File: src/rtl/core/cvn_pkg.sv
package cvn_pkg;

  localparam int COORD_FRAC_BITS_DEF = 16;

  localparam logic [31:0] HASH_GOLDEN = 32'h9e37_79b9;
  localparam int          HASH_OUT_W  = 24;

  localparam int CFG_IDX_W  = 4;
  localparam int CFG_DATA_W = 24;
  localparam int STR_W      = 24;
  localparam int GRAD_W     = 25;
  localparam int MAG_W      = 32;
  localparam int RAD_W      = 64;
  localparam int FORCE_W    = 32;

  localparam logic [16:0] LEVEL_ONE  = 17'd65536;
  localparam logic [16:0] LEVEL_BASE = 17'd19661;
  localparam logic [15:0] LEVEL_GAIN = 16'd45875;
  localparam logic [32:0] LEVEL_RND  = 33'd32768;

  localparam logic [CFG_DATA_W-1:0] STRENGTH_RST = 24'd65536;
  localparam logic [CFG_DATA_W-1:0] SCALE_RST    = 24'd65536;
  localparam logic [CFG_DATA_W-1:0] RATE_RST     = 24'd65536;

  // square root: two result bits per stage
  localparam int SQ_STEPS_PER_STAGE = 2;
  localparam int SQ_STAGES          = MAG_W / SQ_STEPS_PER_STAGE;

  // divider: 55-bit numerator padded to 56, two quotient bits per stage
  localparam int DIV_W               = 56;
  localparam int DIV_STEPS_PER_STAGE = 2;
  localparam int DIV_STAGES          = DIV_W / DIV_STEPS_PER_STAGE;

  localparam logic [FORCE_W-1:0] FORCE_MAX = 32'h7fff_ffff;
  localparam logic [FORCE_W-1:0] FORCE_MIN = 32'h8000_0000;

  typedef enum logic [CFG_IDX_W-1:0] {
    REG_FIELD_STRENGTH = 4'd0,
    REG_SPACE_SCALE    = 4'd1,
    REG_TIME_RATE      = 4'd2,
    REG_AUDIO_MODE     = 4'd3
  } cfg_reg_t;

  typedef struct packed {
    logic signed [GRAD_W-1:0] gx;
    logic signed [GRAD_W-1:0] gy;
    logic [STR_W-1:0]         str;
  } grad_side_t;

  typedef struct packed {
    logic [MAG_W+1:0] rem;
    logic [MAG_W-1:0] root;
    logic [RAD_W-1:0] rad;
  } sq_state_t;

  typedef struct packed {
    logic [MAG_W-1:0] rem;
    logic [DIV_W-1:0] num;
    logic [DIV_W-1:0] quo;
    logic             neg;
  } dv_lane_t;

  typedef struct packed {
    dv_lane_t         lx;
    dv_lane_t         ly;
    logic [MAG_W-1:0] mag;
  } dv_stage_t;

  function automatic logic [31:0] hash_mix(logic [31:0] h, logic [31:0] c);
    logic [31:0] sum;
    sum = c + HASH_GOLDEN + {h[25:0], 6'b0} + {2'b0, h[31:2]};
    return h ^ sum;
  endfunction

  function automatic logic [HASH_OUT_W-1:0] hash_fin(logic [31:0] h);
    logic [31:0] a;
    a = h ^ {h[18:0], 13'b0};
    a = a ^ {17'b0, a[31:17]};
    a = a ^ {a[26:0], 5'b0};
    return a[HASH_OUT_W-1:0];
  endfunction

  function automatic sq_state_t sq_step(sq_state_t s);
    logic [MAG_W+3:0] rem2;
    logic [MAG_W+3:0] trial;
    sq_state_t        r;
    rem2  = {s.rem, s.rad[RAD_W-1 -: 2]};
    trial = {2'b00, s.root, 2'b01};
    r     = s;
    r.rad = {s.rad[RAD_W-3:0], 2'b00};
    if (rem2 >= trial) begin
      r.rem  = (MAG_W+2)'(rem2 - trial);
      r.root = {s.root[MAG_W-2:0], 1'b1};
    end else begin
      r.rem  = rem2[MAG_W+1:0];
      r.root = {s.root[MAG_W-2:0], 1'b0};
    end
    return r;
  endfunction

  function automatic dv_lane_t dv_step(dv_lane_t l, logic [MAG_W-1:0] mag);
    logic [MAG_W:0] rem2;
    dv_lane_t       r;
    rem2  = {l.rem, l.num[DIV_W-1]};
    r     = l;
    r.num = {l.num[DIV_W-2:0], 1'b0};
    if (rem2 >= {1'b0, mag}) begin
      r.rem = MAG_W'(rem2 - {1'b0, mag});
      r.quo = {l.quo[DIV_W-2:0], 1'b1};
    end else begin
      r.rem = rem2[MAG_W-1:0];
      r.quo = {l.quo[DIV_W-2:0], 1'b0};
    end
    return r;
  endfunction

  function automatic logic [FORCE_W-1:0] dv_sat(dv_lane_t l, logic zero);
    logic [FORCE_W-1:0] res;
    if (zero) begin
      res = '0;
    end else if (l.neg) begin
      if ((|l.quo[DIV_W-1:32]) || (l.quo[31] && (|l.quo[30:0])))
        res = FORCE_MIN;
      else
        res = FORCE_W'(-l.quo[31:0]);
    end else begin
      if (|l.quo[DIV_W-1:31])
        res = FORCE_MAX;
      else
        res = l.quo[31:0];
    end
    return res;
  endfunction

endpackage

File: src/rtl/core/cvn_sqrt.sv
module cvn_sqrt (
  input  logic                     clk,
  input  logic                     rst_n,
  input  logic                     en,
  input  logic                     in_vld,
  input  logic [63:0]              in_rad,
  input  cvn_pkg::grad_side_t      in_side,
  output logic                     out_vld,
  output logic [31:0]              out_root,
  output cvn_pkg::grad_side_t      out_side
);
  import cvn_pkg::*;

  logic [SQ_STAGES-1:0] vld_r;
  sq_state_t            st_r   [SQ_STAGES];
  sq_state_t            st_nxt [SQ_STAGES];
  sq_state_t            src    [SQ_STAGES];
  grad_side_t           side_r [SQ_STAGES];

  always_comb begin
    src[0] = '{rem: '0, root: '0, rad: in_rad};
    for (int i = 1; i < SQ_STAGES; i++) src[i] = st_r[i-1];
  end

  // two digit steps per stage
  always_comb begin
    for (int i = 0; i < SQ_STAGES; i++) begin
      st_nxt[i] = src[i];
      for (int j = 0; j < SQ_STEPS_PER_STAGE; j++) st_nxt[i] = sq_step(st_nxt[i]);
    end
  end

  always_ff @(posedge clk) begin
    if (!rst_n) begin
      vld_r <= '0;
    end else if (en) begin
      vld_r <= {vld_r[SQ_STAGES-2:0], in_vld};
    end
  end

  always_ff @(posedge clk) begin
    if (en) begin
      side_r[0] <= in_side;
      for (int i = 0; i < SQ_STAGES; i++) st_r[i] <= st_nxt[i];
      for (int i = 1; i < SQ_STAGES; i++) side_r[i] <= side_r[i-1];
    end
  end

  assign out_vld  = vld_r[SQ_STAGES-1];
  assign out_root = st_r[SQ_STAGES-1].root;
  assign out_side = side_r[SQ_STAGES-1];

endmodule

File: config.mk
export PLATFORM = sky130hd
export DESIGN_NAME = cvn_sqrt
export DESIGN_NICKNAME = d
export VERILOG_FILES = /design/src/rtl/core/cvn_pkg.sv /design/src/rtl/core/cvn_sqrt.sv
export SDC_FILE = /design/constraint.sdc
export NUM_CORES = 2
export LEC_CHECK = 0
export BUFFER_PORTS_ARGS = -buffer_cell sky130_fd_sc_hd__buf_2
export CAP_MARGIN = 5
export CELL_PAD_IN_SITES_DETAIL_PLACEMENT = 1
export CELL_PAD_IN_SITES_GLOBAL_PLACEMENT = 2
export CORE_UTILIZATION = 46
export CTS_BUF_LIST = sky130_fd_sc_hd__clkbuf_4
export CTS_CLUSTER_DIAMETER = 50
export DETAILED_ROUTE_END_ITERATION = 6
export PLACE_DENSITY = 0.83
export SYNTH_ARGS = -nofsm -noshare
export SYNTH_HDL_FRONTEND = slang
export SYNTH_SLANG_ARGS = --single-unit
export TNS_END_PERCENT = 10
File: constraint.sdc
create_clock -name clk -period 8.49 [get_ports clk]
set_input_delay 1.2735 -clock clk [delete_from_list [all_inputs] [get_ports clk]]
set_output_delay 1.2735 -clock clk [all_outputs]
set_load 0.005 [all_outputs]
# Word level (Yosys, flattened, before mapping)
# Memories as Yosys holds them, arrays and structs flattened.
# Cells that the tools add are included.
# totals
elab_cells	101
ram_bits	3200
memories	2
output_inout_bits	107
inputBits	142
register_bits	16
# classes
addsub	32
magnitude_cmp	32
muxes	34
# mem_list
name	words	width	rd	rd_clocked_by_memory_dff	write_ports	line	text
st_r	16	126	16	0	16	cvn_sqrt.sv:15	sq_state_t st_r [SQ_STAGES];
side_r	16	74	16	0	16	cvn_sqrt.sv:18	grad_side_t side_r [SQ_STAGES];
# ops
cell	n
66-bit 2-to-1 mux	32
36-bit by 34-bit >= comparator with 1-bit output	31
34-bit subtractor	31
2-bit by 1-bit subtractor with 3-bit output, second input constant	1
2-bit by 1-bit >= comparator with 1-bit output, second input constant	1
1-bit 2-to-1 mux	2

# Longest topological paths before layout
# An unclocked memory read counts as a cell.
# depth
ltp_word	5
mapped_depth	32
ltp_nobuf	28

# Worst setup path after synthesis
# No wires, ideal clock.
# synth_path
path_type	reg2reg
from	memory st_r[1][438] (netlist bit)
to	memory st_r[1][608] (netlist bit) (data pin)
setup_time_ns	0.260
path_buffers	7
setup_slack_ns	1.902
t_arrival_ns	6.328
t_required_ns	8.230
path_stages_with_launch	29
synth_period_minus_slack_ns	6.588
path_cell_list	edfxtp_1 > inv_1 > ha_1 > nor2b_1 > o21ai_0 > a21boi_0 > o311ai_0 > a21oi_1 > or3_1 > buf_2 > inv_1 > clkbuf_1 > clkbuf_1 > clkbuf_1 > o21ai_0 > ha_1 > clkbuf_1 > nand4_1 > o41ai_1 > a21oi_1 > o31a_1 > o21a_1 > o21ai_0 > a311oi_1 > o2111a_1 > clkbuf_1 > inv_1 > clkbuf_1 > mux2_2
# synth_rtl
element	line
start: declaration	cvn_sqrt.sv:15

==> impl_metrics.csv <==
group,metric,value,unit
outcome,status,"finished clean",
floorplan,dieArea,257200,um^2
global_routing,grt_max_degree,205,
synthesis,async_reset_ff_frac,0,
clock_network,cts_sinks,2439,
floorplan,start_util,0.4623,
drt,ant_nets,0,
synthesis,synth_top_area_frac,0.6198,
critical_path,critical_path_required,9.66,ns
global_routing,grt_pass1_wl,458600,um
synthesis,synth.avg_cell_area,12.57,um^2
power_and_ir_drop,leakagePower,50.34,nW
drt,wire_per_inst,21.13,um
layout,multi_input_area,41090,um^2
clock_network,post_cts_buffers,0,
layout,fill_cells,26370,
sta,slew_headroom,0.1898,
sta,tightest_slew,1.206,ns
synthesis,syn_area,117400,um^2
critical_path,crit_path_frequent_cell,"o21ai_0",
global_routing,antenna_found_initial,8,
layout,seqCellArea,73080,um^2
floorplan,ios,249,
critical_path,crit_type,"reg2reg",
critical_path,critical_path.max_stage_delay,0.56,ns
critical_path,critPathLaunchType,"flop",
drt,drtPass1Iterations,5,
sta,finClkSkew,0.1400,ns
synthesis,yosysWarnings,0,
synthesis,synth_cell_types,104,
layout,finish.utilization,0.5191,
hold_path,whs_path_depth,3,
clock_network,ctsRootBufferMaster,"clkbuf_4",
critical_path,rr_worst_depth,23,
drt,drt_wl_total,296300,um
sta,rsz0062_at_grt,"false",
synthesis,ys_seq_elements,2439,
layout,drive_gt1_frac,0.1405,
global_routing,groute.usage.overall,0.2265,
drt,drc,0,
global_routing,grt_pass1_vias,81200,
power_and_ir_drop,p_per_area,294.2,nW/um^2
hold_path,hold_path_class,"in2reg",
global_routing,gr-total-overflow,0,
sta,maxSlewViolCount,0,
layout,nets,10880,
critical_path,path_buf_inv,4,
synthesis,synthCells,9336,
place,place.gp.congestion,0.8959,
critical_path,rrSetupSlack,1.20,ns
clock_network,cts_tree,"done",
critical_path,cp_max_fo,9,
global_routing,grt.met3_usage,0.03027,
synthesis,synth_area_leader_cell,"edfxtp_1",
floorplan,die_width,507.2,um
global_routing,grt.busiest_layer,"met2",
place,place_hpwl,212300,um
floorplan,chipHeight,507.2,um
clock_network,clk_latency,1.47,ns
power_and_ir_drop,max-vdd-ir-drop,136.5,uV
critical_path,critPathCaptureType,"flop",
job,cap_violations,0,
clock_network,clk_pin_slew_worst_paths,0.07,ns
synthesis,ys_seq_area_frac,0.6225,
sta,timing.fmax,137.1,MHz
synthesis,synth-edff-count,2423,
sta,fin_setup_tns,0,ns
floorplan,coreArea,253900,um^2
synthesis,synth_ff_type,"edfxtp_1",
global_routing,grt_use_met2,0.3977,
synthesis,synthTopCellsByArea,"edfxtp_1, ha_1, xnor2_1",
critical_path,cp.arrival,8.46,ns
global_routing,met1_usage,0.2841,
sta,setup_viol,0,
critical_path,cpLargestDelayFamily,"compound AO/OA/AOI/OAI gates",
layout,area_growth,12.28,%
sta,hold_violations,0,
clock_network,htree_levels,6,
place,io_buffers,248,
drt,viasPerCell,5.453,
floorplan,rows,185,
critical_path,worst_path_max_delay_cell,"o211ai_1",
clock_network,clockBufferDepth,4,
drt,initialDrtViolationCount,4026,
sta,finalCritPeriodShare,0.8589,
drt,vias,76450,
clock_network,cts_buffers,643,
critical_path,crit_cells,23,
sta,finalCriticalPeriod,7.292,ns
critical_path,cp_cell_sequence,"inv_1 -> ha_1 -> and2_1 -> and3_1 -> nand3_1 -> or3_1 -> a211oi_1 -> buf_2 -> buf_4 -> or2_2 -> inv_1 -> o21ai_0 -> ha_1 -> o21ai_0 -> nor4b_1 -> o21ai_0 -> or3b_2 -> o31a_1 -> a32oi_1 -> o21ai_1 -> o211ai_1 -> nor3_1 -> xnor2_1",
through the flow:
step / setup slack (ns) / hold slack (ns) / power, mW / cell area [um^2] / std cells
after floorplan: 1.902 / 0.4003 / 24.97 / 117400 / 9338
after global placement: 0.7002 / 0.4001 / 28.47 / 122400 / 12760
after detailed placement: 1.123 / 0.4051 / 28.75 / 122400 / 12760
after CTS: 1.121 / 0.01726 / 39.18 / 131800 / 14020
after global routing: 0.9174 / 0.1354 / 41.18 / 131800 / 14020
final: 1.198 / 0.2443 / 38.78 / 131800 / 14020
registers in the layout, indices dropped and copies added, names as in the netlist:
signal	cells
side_r	1184
st_r	1239
vld_r	16
cells in the final DEF, fill, tap and decap left out, types with 139 or more instances in the layout:
| cell | synthesis | routed |
|---|---|---|
| edfxtp_1 | 2423 | 2423 |
| clkbuf_4 | 0 | 889 |
| nand2_1 | 666 | 666 |
| a21oi_1 | 662 | 662 |
| nor2_1 | 642 | 641 |
| ha_1 | 558 | 558 |
| inv_1 | 485 | 485 |
| xnor2_1 | 483 | 483 |
| o21ai_0 | 432 | 432 |
| xor2_1 | 281 | 281 |
| a21o_1 | 280 | 280 |
| buf_2 | 14 | 249 |
| nor3_1 | 208 | 207 |
| nand3_1 | 187 | 187 |
| clkinv_1 | 3 | 141 |
| dlygate4sd3_1 | 0 | 139 |
repair_timing:
action                                  in CTS  in global routing
endpoints found under the hold margin      139                  0
endpoints found under the setup margin       0                  0
gates resized for setup                      0                  0
hold buffers                               139                  0
synth_stat cells, types with 71 or more instances:
cell type / n
nor3_1: 208
ha_1: 558
nand2_1: 666
xor2_1: 281
a21oi_1: 662
mux2_2: 71
clkbuf_1: 172
nor4_1: 108
buf_4: 76
or3_1: 89
o31ai_1: 87
and3_1: 71
nand2b_1: 98
nand3_1: 187
inv_1: 485
nor2b_1: 104
a21o_1: 280
nand4_1: 121
edfxtp_1: 2423
xnor2_1: 483
o21ai_0: 432
nor2_1: 642
o21a_1: 89
worst register-to-register path, stage by stage (launching register included):
cell and delay (ns):
edfxtp_1 0.47, inv_1 0.11, ha_1 0.40, and2_1 0.25, and3_1 0.32, nand3_1 0.13
or3_1 0.43, a211oi_1 0.47, buf_2 0.28, buf_4 0.15, or2_2 0.23, inv_1 0.12
o21ai_0 0.31, ha_1 0.36, o21ai_0 0.25, nor4b_1 0.09, o21ai_0 0.07, or3b_2 0.53
o31a_1 0.34, a32oi_1 0.54, o21ai_1 0.28, o211ai_1 0.56, nor3_1 0.12, xnor2_1 0.17
cell type report:
cell class,instances,area share
flip-flops and latches,2439,0.5545
multi-input cells,6117,0.3118
clock buffers,889,0.05064
well taps,3366,0.03195
repair buffers,486,0.02709
inverters,493,0.01404
clock inverters,228,0.01001
diodes,2,0.00003797
metal layers:
metal  part of all wire  up-vias  wire length, um
li1                   -    37030                -
met1               0.44    37540           128900
met2               0.50     1381           148400
met3              0.033      496             9630
met4              0.031        6             9242
met5            0.00016        -               46
logic make-up (layout without fill, tap and decap cells):
| logic type | count (synthesis) | after routing | share of synthesized area |
|---|---|---|---|
| buffers and inverters | 782 | 2096 | 0.02772 |
| muxes | 113 | 113 | 0.01039 |
| and+or+nand+nor | 2626 | 2626 | 0.1124 |
| xor gates and xnor gates | 764 | 764 | 0.05700 |
| other | 1 | 5 | 0.00003194 |
| adders and majority gates | 558 | 558 | 0.05947 |
| AOI/OAI and AO/OA | 2053 | 2053 | 0.1104 |
| DFF | 2439 | 2439 | 0.6225 |
worst paths after layout:
path | startpoint | end
max | st_r[1][331] | st_r[1][499]
min | in_rad[62] | st_r[0][94]
max reg2reg | st_r[1][331] | st_r[1][499]
min reg2reg | side_r[0][322] | side_r[0][396]
report_power, final:
part	switching, mW	total (mW)	internal, mW
clock	5.05	10.1	5.06
sequential	0.907	16.0	15.1
combinational	7.58	12.7	5.10
No activity file was read; power rests on OpenSTA's default activity.
